<file path="src/design/lsc_pkg.sv">
// shared types and constants for the line separation checker
`default_nettype none

package lsc_pkg;

    localparam int MAX_POINTS_DEF = 1024;
    localparam int QUEUE_DEPTH    = 4;

    localparam int COORD_W = 16;
    localparam int LINE_W  = 24;
    localparam int PROD_W  = COORD_W + LINE_W;
    localparam int VAL_W   = PROD_W + 2;
    localparam int ENTRY_W = 2 * COORD_W + 1;

    typedef enum logic [1:0] {
        OP_CLEAR = 2'd0,
        OP_LOAD  = 2'd1,
        OP_QUERY = 2'd2,
        OP_RSVD  = 2'd3
    } op_t;

    typedef struct packed {
        op_t                        kind;
        logic signed [COORD_W-1:0]  x;
        logic signed [COORD_W-1:0]  y;
        logic                       cls;
        logic signed [LINE_W-1:0]   bias;
        logic signed [LINE_W-1:0]   wx;
        logic signed [LINE_W-1:0]   wy;
    } cmd_t;

    typedef enum logic [1:0] {
        BK_IDLE,
        BK_WALK,
        BK_FLUSH
    } bk_state_t;

endpackage

`default_nettype wire

</file>
<file path="src/design/lsc_queue.sv">
// short command queue between front and back
`default_nettype none

module lsc_queue (
    input  wire logic          clk,
    input  wire logic          rst_n,
    input  wire logic          push,
    input  lsc_pkg::cmd_t      push_data,
    input  wire logic          pop,
    output lsc_pkg::cmd_t      pop_data,
    output logic               full,
    output logic               empty
);
    import lsc_pkg::*;

    localparam int PTR_W = $clog2(QUEUE_DEPTH);
    localparam int CNT_W = $clog2(QUEUE_DEPTH + 1);

    cmd_t             slot_reg [QUEUE_DEPTH];
    logic [PTR_W-1:0] wr_ptr_reg, wr_ptr_next;
    logic [PTR_W-1:0] rd_ptr_reg, rd_ptr_next;
    logic [CNT_W-1:0] fill_reg, fill_next;

    assign full     = (fill_reg == CNT_W'(QUEUE_DEPTH));
    assign empty    = (fill_reg == '0);
    assign pop_data = slot_reg[rd_ptr_reg];

    always_comb
    begin
        wr_ptr_next = wr_ptr_reg;
        rd_ptr_next = rd_ptr_reg;
        fill_next   = fill_reg;
        if (push)
        begin
            wr_ptr_next = (wr_ptr_reg == PTR_W'(QUEUE_DEPTH - 1)) ? '0 : wr_ptr_reg + 1'b1;
        end
        if (pop)
        begin
            rd_ptr_next = (rd_ptr_reg == PTR_W'(QUEUE_DEPTH - 1)) ? '0 : rd_ptr_reg + 1'b1;
        end
        if (push && !pop)
        begin
            fill_next = fill_reg + 1'b1;
        end
        else if (pop && !push)
        begin
            fill_next = fill_reg - 1'b1;
        end
    end

    always_ff @(posedge clk or negedge rst_n)
    begin
        if (!rst_n)
        begin
            wr_ptr_reg <= '0;
            rd_ptr_reg <= '0;
            fill_reg   <= '0;
        end
        else
        begin
            wr_ptr_reg <= wr_ptr_next;
            rd_ptr_reg <= rd_ptr_next;
            fill_reg   <= fill_next;
        end
    end

    always_ff @(posedge clk)
    begin
        if (push)
        begin
            slot_reg[wr_ptr_reg] <= push_data;
        end
    end

endmodule

`default_nettype wire

</file>
<file path="config.mk">
export PLATFORM = sky130hd
export DESIGN_NAME = lsc_queue
export DESIGN_NICKNAME = d
export VERILOG_FILES = /design/src/design/lsc_pkg.sv /design/src/design/lsc_queue.sv
export SDC_FILE = /design/constraint.sdc
export NUM_CORES = 1
export LEC_CHECK = 0
export ABC_CLOCK_PERIOD_IN_PS = 10000
export BUFFER_PORTS_ARGS = -buffer_cell sky130_fd_sc_hd__buf_2
export CELL_PAD_IN_SITES_DETAIL_PLACEMENT = 1
export CELL_PAD_IN_SITES_GLOBAL_PLACEMENT = 2
export CORE_MARGIN = 1.5
export CORE_UTILIZATION = 49
export DETAILED_ROUTE_END_ITERATION = 8
export GPL_TIMING_DRIVEN = 0
export PLACE_DENSITY = 0.95
export SLEW_MARGIN = 20
export SYNTH_ARGS = -nofsm -noshare
export SYNTH_HDL_FRONTEND = slang
export SYNTH_SLANG_ARGS = --single-unit
</file>
<file path="constraint.sdc">
create_clock -name clk -period 10 [get_ports clk]
set_input_delay 2 -clock clk [delete_from_list [all_inputs] [get_ports clk]]
set_output_delay 2 -clock clk [all_outputs]
set_load 0.1 [all_outputs]
</file>
; Word-level counts from Yosys, hierarchy flattened
; Memory sizes are Yosys's and may differ from the RTL's.
; Index checks and enable logic that the tools add are counted.
[totals]
mem_count = 1
ramBits = 428
register_bits = 7
[op_classes]
n_eq_ne = 3
mux = 6
add_sub_neg = 4
n_reduce_logical = 6
[memory_table]
columns = memory, words, width, read_ports, rd_ports_with_merged_regs, write_ports, line
row1 = slot_reg, 4, 107, 1, 0, 1, lsc_queue.sv:19  ; cmd_t slot_reg [QUEUE_DEPTH];
[op_table]
columns = operator, count
row1 = 3-bit 2-to-1 mux, 2
row2 = "2-bit by 1-bit adder with 2-bit output, second input constant", 2
row3 = "2-bit == test, second input constant", 2
row4 = 2-bit 2-to-1 mux, 2
row5 = "3-bit by 1-bit adder with 3-bit output, second input constant", 1
row6 = "3-bit == test, second input constant", 1
row7 = 3-bit logical NOT, 1
row8 = "3-bit by 1-bit subtractor with 3-bit output, second input constant", 1
row9 = 1-bit logical AND, 2
row10 = 1-bit logical NOT, 2
row11 = 1-bit 2-to-1 mux, 2
row12 = 2-bit nonzero test, 1

; Depth between registers and ports, before layout
; Gate-level depths: netlist of run 1.
[depth]
depth_word = 4
ltp_mapped = 7

; Worst setup path after synthesis of run 1
; Ideal clock, no wire load.
[synth_path]
path_type = input-to-reg
startpoint = input push
endpoint = memory slot_reg[2][0] (netlist name) (enable)
slack_ns = 5.057
arrival_time_ns = 4.465
cell_stages = 1
path_cell_list = and2_1
[synth_between]
elab_chain_cells = 2
[synth_rtl]
columns = item, line
row1 = "start, declared", lsc_queue.sv:7  ; input wire logic push,
row2 = 1-bit 2-to-1 mux, lsc_queue.sv:69  ; if (push)
row3 = 1-bit 2-to-1 mux (implied by the code), lsc_queue.sv:71  ; slot_reg[wr_ptr_reg] <= push_data;
row4 = "end, declared", lsc_queue.sv:19
; Every way passes these cells.

==> results of run 1 <==
[cell families after synthesis]
kind of cell | synth area share (%)
AO/OA/AOI/OAI | 0.0632
buffers and inverters | 1.06
adder cells (fa/ha/maj) | 0.601
flip-flops | 82.3
AND/OR/NAND/NOR | 0.356
multiplexers | 15.4
XOR/XNOR | 0.166
[worst reg2reg max path: stages, from the launching register on]
cell and delay (ps):
dfrtp_1 420, inv_1 130, ha_1 160, and2_4 420, buf_16 310
[synthesized netlist by cell type]
master / n / area share [%]
and2_1: 4 / 0.16
buf_2: 11 / 0.35
buf_4: 5 / 0.24
buf_6: 1 / 0.071
buf_8: 2 / 0.19
clkbuf_1: 5 / 0.12
dfrtp_1: 7 / 1.1
edfxtp_1: 428 / 81
fa_1: 1 / 0.13
ha_1: 6 / 0.47
inv_1: 4 / 0.095
mux2_2: 3 / 0.21
mux4_2: 107 / 15
nand2_1: 2 / 0.047
nor2_1: 3 / 0.071
nor3_1: 1 / 0.032
nor3b_1: 1 / 0.047
o21ai_0: 2 / 0.063
xnor2_1: 1 / 0.055
xor2_1: 2 / 0.11
[worst paths after layout]
| path | to |
|---|---|
| min in group asynchronous | fill_reg[2]$_DFFE_PN0P_ |
| worst min register to register | fill_reg[2]$_DFFE_PN0P_ |
| worst min-delay path | fill_reg[2]$_DFFE_PN0P_ |
| worst max-delay path | pop_data[43] |
| worst max register to register | slot_reg[0][21]$_DFFE_PP_ |
| max in group asynchronous | wr_ptr_reg[1]$_DFFE_PN0P_ |
[layer usage]
layer	track usage, %	vias up	wire length, um
li1	-	3119	-
met1	26.0	3800	13100
met2	34.3	234	16700
met3	4.79	55	2060
met4	5.59	2	643
met5	0	-	10
[through the flow]
stage | util [%] | instances
2_1_floorplan | - | 596
3_5_place_dp | 55.8 | 1225
5_1_grt | 60.0 | 1302
6_report | 60.0 | 1303
3_3_place_gp | 55.1 | 1217
4_1_cts | 60.0 | 1301
[area by class of cell]
class	count	area [um2]
Fill cell	2651	12700
Tap cell	402	503
Inverter	4	15.0
Antenna cell	2	5.00
Sequential cell	435	13000
Clock buffer	54	1140
Multi-Input combinational cell	133	2640
Timing Repair Buffer	227	1310
Buffer	24	153
Clock inverter	22	193
[layout by cell type, fill, tap and decap left out, types with 3 or more instances in the layout]
| cell type | count |
|---|---|
| dfrtp_1 | 7 |
| buf_2 | 230 |
| buf_4 | 5 |
| nor2_1 | 3 |
| mux2_2 | 3 |
| clkinv_2 | 4 |
| ha_1 | 6 |
| clkinv_1 | 11 |
| edfxtp_1 | 428 |
| bufinv_16 | 3 |
| and2_4 | 4 |
| mux4_2 | 107 |
| inv_1 | 4 |
| clkbuf_1 | 15 |
| clkbuf_16 | 44 |
| buf_16 | 7 |
==> results.yml, run 1 <==
run_status:
  status: "finished, final reports clean"
clock_tree:
  clkSinkCount: 435
  htreeDepth: 2
  cts_resized: 0
  cts_tree: "yes"
  cts_inserted_buffers: 43
  postCtsHoldBufs: 0
  clk_latency_ps: 540
  cts_root_buf: "clkbuf_16"
  cts_post_setup_buffers_inserted: 0
  clk_pin_slew_ps: 60
  clk_path_buf_depth: 3
detailed_routing:
  final_antenna_net_count: 0
  drtPass1Iterations: 4
  drc: 0
  routed_wl_mm: 32.6
  via_count: 7210
  wire_per_inst_um: 25.0
  drtIter0Drc: 421
  routed_via_density: 5.53
grt:
  grt_pass1_vias: 8011
  grt_overflow: 0
  antenna_found_initial: 3
  grt_pass1_wl_mm: 49.4
  grt_max_degree: 47
  grt_util_all_layers_pct: 20.1
worst_setup_path:
  rrSetupSlack_ps: 8160
  cp.arrival_ps: 2650
  crit_family: "buffers and inverters"
  r2r_cells: 4
  cp-start-kind: "flop"
  critical_path.max_stage_delay_ps: 670
  critical_path.cell_chain: "buf_2, clkbuf_1, mux4_2, buf_2"
  critPathCaptureType: "output pin"
  cp.required_ps: 8000
  cp.depth: 4
  cpMostUsedCell: "buf_2"
  critPathSlowestCell: "clkbuf_1"
  worst-path-max-fanout: 10
  path_class: "reg -> out"
  worstSetupStartpoint: "rd_ptr_reg[1]$_DFFE_PN0P_"
  critical_path_buf_inv_count: 3
  rr_startpoint: "wr_ptr_reg[0]$_DFFE_PN0P_"
layout:
  drive_gt1_share_pct: 46.2
  final_nets: 986
  design_area_um2: 19000
  largest_reg_flops: 428
  area_growth_pct: 20.0
sta:
  worst_slack_ps: 5350
  whs_ps: 503
  fmax_mhz: 215
  report.final.slew_viol_count: 0
  report.final.setup_viol: 0
  fin_setup_tns_ps: 0
  worstMarginPinSlew_ps: 821
  relSlewSlack_pct: 45.2
  clock_skew_ps: 24.0
  finalCritPeriodShare_pct: 46.5
  fin_crit_ps: 4650
  finalHoldViolCount: 0
  rsz0062_at_grt: "false"
place:
  gp_congestion: 0.677
  hpwl_mm: 20.8
  place_ws_ps: 5850
  placed_area_um2: 17600
  numPortBuffers: 219
floorplanning:
  die_h_um: 183
  die_area_um2: 33400
  fp.coreArea_um2: 31600
  boundaryPins: 220
  num_rows: 65
  start_util_pct: 50.0
  die_w_um: 183
min_path:
  holdPathStages: 1
  worst_hold_path_type: "reg -> reg"
  holdCritStartpoint: "fill_reg[2]$_DFFE_PN0P_"
logic_synthesis:
  syn_area_um2: 15800
  synth_nets: 714
  yosys_warnings: 0
  synth_cell_types: 20
  synth_area_per_cell_um2: 26.6
  yosysSeqAreaShare_pct: 82.3
  netlist_instances: 596
  ys_ff_latch: 435
run:
  cap_violations: 0
Power of run 1 is left out: the tool's default activity adds up to more than one toggle a clock period on the data nets, which glitch-free logic cannot reach.
==> run 2: changes to the inputs <==
Settings changed: ABC_CLOCK_PERIOD_IN_PS 10000 to 4650, CORE_UTILIZATION 49 to 45, PLACE_DENSITY 0.95 to 0.9.
Clock period 10 ns to 4.65 ns, I/O delays scaled along.
==> run 2 against run 1 <==
Compared with the run above:
- flip-flop and latch count is the same
- utilization shrank 4.2 points
- wire length decreased by 0.64%
- clock skew down 12 ps
- non-clock buffer count did not move
- critical path type unchanged
==> results.yml, run 2 (synthesis gave the netlist of run 1 again) <==
grt:
  grt_util_all_layers_pct: 18.3
  grt_max_degree: 45
  grt_overflow: 0
  grt_pass1_vias: 7958
  grt_pass1_wl_mm: 48.7
  antenna_found_initial: 5
clock_tree:
  cts_tree: "yes"
  cts_resized: 0
  cts_inserted_buffers: 45
  clk_path_buf_depth: 3
  cts_post_setup_buffers_inserted: 0
  clk_pin_slew_ps: 70
  clk_latency_ps: 540
  clkSinkCount: 435
  postCtsHoldBufs: 0
  htreeDepth: 2
  cts_root_buf: "clkbuf_16"
place:
  place_ws_ps: 1640
  place_inst: 1278
  hpwl_mm: 20.8
  placed_area_um2: 17700
  gp_congestion: 0.673
  numPortBuffers: 219
detailed_routing:
  drtPass1Iterations: 4
  drtIter0Drc: 389
  wire_per_inst_um: 23.7
  routed_wl_mm: 32.4
  routed_via_density: 5.29
  via_count: 7239
  drc: 0
  final_antenna_net_count: 0
worst_setup_path:
  cp-start-kind: "flop"
  rrSetupSlack_ps: 2440
  r2r-end: "slot_reg[0][49]$_DFFE_PP_"
  rr_startpoint: "wr_ptr_reg[0]$_DFFE_PN0P_"
  critical_path.cell_chain: "buf_2, clkbuf_1, mux4_2, buf_2"
  critical_path.max_stage_delay_ps: 590
  critPathCaptureType: "output pin"
  cpMostUsedCell: "buf_2"
  critPathSlowestCell: "clkbuf_1"
  worst-path-max-fanout: 10
  cp.required_ps: 3720
  path_class: "reg -> out"
  cp.arrival_ps: 2570
  r2r_cells: 5
sta:
  worstMarginPinSlew_ps: 712
  fin_crit_ps: 3500
  rsz0062_at_grt: "false"
  relSlewSlack_pct: 52.5
  finalHoldViolCount: 0
  report.final.setup_viol: 0
  report.final.slew_viol_count: 0
  fmax_mhz: 286
  worst_slack_ps: 1150
  clock_skew_ps: 11.8
  finalCritPeriodShare_pct: 75.2
layout:
  drive_gt1_share_pct: 47.5
  final_nets: 988
  layout_common_cells: "edfxtp_1, buf_2, mux4_2"
  largest_reg_flops: 428
  area_growth_pct: 21.9
  final_common_cell: "edfxtp_1"
  fin_cells: 1368
  design_area_um2: 19300
  fin_util_pct: 55.8
floorplanning:
  die_h_um: 191
  boundaryPins: 220
  start_util_pct: 45.8
  die_w_um: 191
  num_rows: 68
  fp.coreArea_um2: 34500
  die_area_um2: 36300
run_status:
  status: "finished, final reports clean"
min_path:
  worst_hold_path_type: "in -> async"
run:
  cap_violations: 0
-- run 2: changes by cell type in the layout (fill, tap and decap cells not counted), sizes merged --
cell,previous run,this run
clkinv,17,13
diode,2,7
inv,5,6
clkinvlp,1,5
clkbuf,59,61
bufinv,3,7
-- run 2: layer usage --
layer / global-route usage [%] / vias to the layer above / part of all wire (%) / wire length (um)
met4: 4.57 / 2 / 1.3 / 410
met5: 0 / - / 0.037 / 12
met2: 30.9 / 218 / 51 / 16500
met1: 23.4 / 3850 / 40 / 13100
li1: - / 3136 / - / -
met3: 5.23 / 33 / 7.2 / 2320
-- run 2: how the worst max path moves through the flow --
stage,from,endpoint,slack [ps],cells after the start
2_1_floorplan,push,slot_reg[2][0]$_DFFE_PP_,780,1
3_5_place_dp,rd_ptr_reg[1]$_DFFE_PN0P_,pop_data[44],1640,4
4_1_cts,rd_ptr_reg[1]$_DFFE_PN0P_,pop_data[44],1050,4
6_report,rd_ptr_reg[1]$_DFFE_PN0P_,pop_data[42],1150,4
5_1_grt,rd_ptr_reg[1]$_DFFE_PN0P_,pop_data[44],930,4
3_3_place_gp,push,slot_reg[0][52]$_DFFE_PP_,-1580,2
-- run 2: critical path: cells and delay by family (launching register included) --
family | cells | cell delay, ps
buf+inv | 3 | 1330
mux | 1 | 340
flops | 1 | 340
-- run 2: final cells by class --
type	instances	area, um2
well taps	455	569
repair buffers	227	1300
inverters	4	15.0
multi-input cells	133	2640
clock buffers	56	1240
fillers	2946	15300
clock inverters	27	322
diodes	7	17.5
flip-flops and latches	435	13000
plain buffers	24	153
-- run 2: through the flow --
step	setup TNS [ps]	hold slack, ps
floorplan	0	456
global placement	-633530	474
CTS	0	187
finish	0	217
global route	0	195
detailed placement	0	489
Power of run 2 is left out for the same reason.
==> run 3: changes to the inputs <==
Settings changed: ABC_CLOCK_PERIOD_IN_PS 4650 to 3100, CORE_UTILIZATION 45 to 41, PLACE_DENSITY 0.9 to 0.87.
Clock period 4.65 ns to 3.1 ns, I/O delays scaled along.
==> run 3 against run 2 <==
Compared with the run above:
- die area up 9.6%
- register-to-register slack worse by 1400 ps
- via count down 1.6%
- flip-flop and latch count unchanged
- clock-buffer cell count up 7
- wire length up 2.1%
- cell count up 4.1%
==> results.yml, run 3 (synthesis gave the netlist of run 1 again) <==
run_status:
  status: "finished, final reports clean"
layout:
  nFillCells: 3421
  fin_util_pct: 50.9
  multi_input_area_um2: 2650
  design_area_um2: 19300
  final_common_cell: "edfxtp_1"
  drive_gt1_share_pct: 47.4
  layout_common_cells: "edfxtp_1, buf_2, mux4_2"
  area_growth_pct: 21.8
  regArea_um2: 13000
  final_nets: 992
  largest_reg_flops: 428
clock_tree:
  clk_latency_ps: 560
  htreeDepth: 2
  cts_post_setup_buffers_inserted: 0
  cts_inserted_buffers: 46
  clkSinkCount: 435
  cts_root_buf: "clkbuf_16"
  clk_pin_slew_ps: 60
  clk_path_buf_depth: 3
  cts_tree: "yes"
worst_setup_path:
  path_class: "reg -> out"
  crit_family: "buffers and inverters"
  critical_path_buf_inv_count: 4
  critPathCaptureType: "output pin"
  worstSetupStartpoint: "rd_ptr_reg[1]$_DFFE_PN0P_"
  cp-start-kind: "flop"
  rr_startpoint: "wr_ptr_reg[0]$_DFFE_PN0P_"
  critical_path.cell_chain: "buf_4, buf_4, buf_2, mux4_2, buf_2"
  worst-path-max-fanout: 10
  cp.required_ps: 2480
  cp.arrival_ps: 2360
  critical_path.max_stage_delay_ps: 430
  critPathSlowestCell: "buf_2"
sta:
  fin_crit_ps: 2980
  clock_skew_ps: 11.3
  worstMarginPinSlew_ps: 743
  report.final.setup_viol: 0
  whs_ps: 270
  worst_slack_ps: 121
  finalCritPeriodShare_pct: 96.1
  rsz0062_at_grt: "false"
  report.final.slew_viol_count: 0
  finalHoldViolCount: 0
  fmax_mhz: 336
  relSlewSlack_pct: 50.5
grt:
  grt_max_degree: 45
  grt_pass1_vias: 7919
  grt_pass1_wl_mm: 49.4
  grt_overflow: 0
  grt_util_all_layers_pct: 17.1
  antenna_found_initial: 8
min_path:
  worst_hold_path_type: "in -> reg"
  holdCritStartpoint: "push_data[51]"
detailed_routing:
  wire_per_inst_um: 23.2
  drtPass1Iterations: 4
  final_antenna_net_count: 0
  drc: 0
  via_count: 7122
  routed_via_density: 5.00
  drtIter0Drc: 331
  routed_wl_mm: 33.0
floorplanning:
  boundaryPins: 220
  num_rows: 71
  start_util_pct: 41.8
  die_area_um2: 39800
  die_w_um: 199
  die_h_um: 199
  fp.coreArea_um2: 37800
place:
  place_ws_ps: 254
  numPortBuffers: 219
  placed_area_um2: 17800
  gp_congestion: 0.667
  hpwl_mm: 21.4
run:
  cap_violations: 0
-- run 3: worst reg2reg max path: stages (launching register included) --
cell	delay [ps]
dfrtp_1	390
ha_1	180
and2_4	550
buf_16	350
buf_12	270
-- run 3: final timing paths --
check	cells past startpoint	slack (ps)	endpoint
setup reg to reg	4	1030	slot_reg[3][67]$_DFFE_PP_
hold / removal	1	270	slot_reg[2][51]$_DFFE_PP_
max in group asynchronous	2	2500	rd_ptr_reg[0]$_DFFE_PN0P_
min in group asynchronous	2	440	fill_reg[1]$_DFFE_PN0P_
setup / recovery	5	120	pop_data[83]
hold reg to reg	1	510	fill_reg[2]$_DFFE_PN0P_
-- run 3: metal layers --
layer / routed length [um] / part of all wire [%] / vias up / global-route usage (%)
met2: 16600 / 50 / 176 / 28.2
met3: 2350 / 7.1 / 59 / 5.32
li1: - / - / 3144 / -
met4: 733 / 2.2 / 6 / 5.99
met5: 36 / 0.11 / - / 0
met1: 13300 / 40 / 3737 / 21.4
-- run 3: what timing repair did --
item                                    CTS  global route
hold buffers                              1             0
endpoints found under the hold margin     7             0
endpoints found under the setup margin   69            34
resized for setup                        11             9
-- run 3: cell type report --
cell class | count | area share [%]
Antenna cell | 4 | 0.0519
Buffer | 24 | 0.915
Clock buffer | 63 | 6.57
Clock inverter | 20 | 0.746
Multi-Input combinational cell | 133 | 13.8
Inverter | 4 | 0.0779
Sequential cell | 435 | 67.6
Tap cell | 511 | 3.32
Timing Repair Buffer | 230 | 7.00
-- run 3: stage by stage --
| stage | instances | TNS [ps] |
|---|---|---|
| after floorplan | 596 | 0 |
| after global placement | 1326 | -266270 |
| after detailed placement | 1336 | 0 |
| after CTS | 1420 | 0 |
| after global routing | 1423 | 0 |
| final | 1424 | 0 |
Power of run 3 is left out for the same reason.
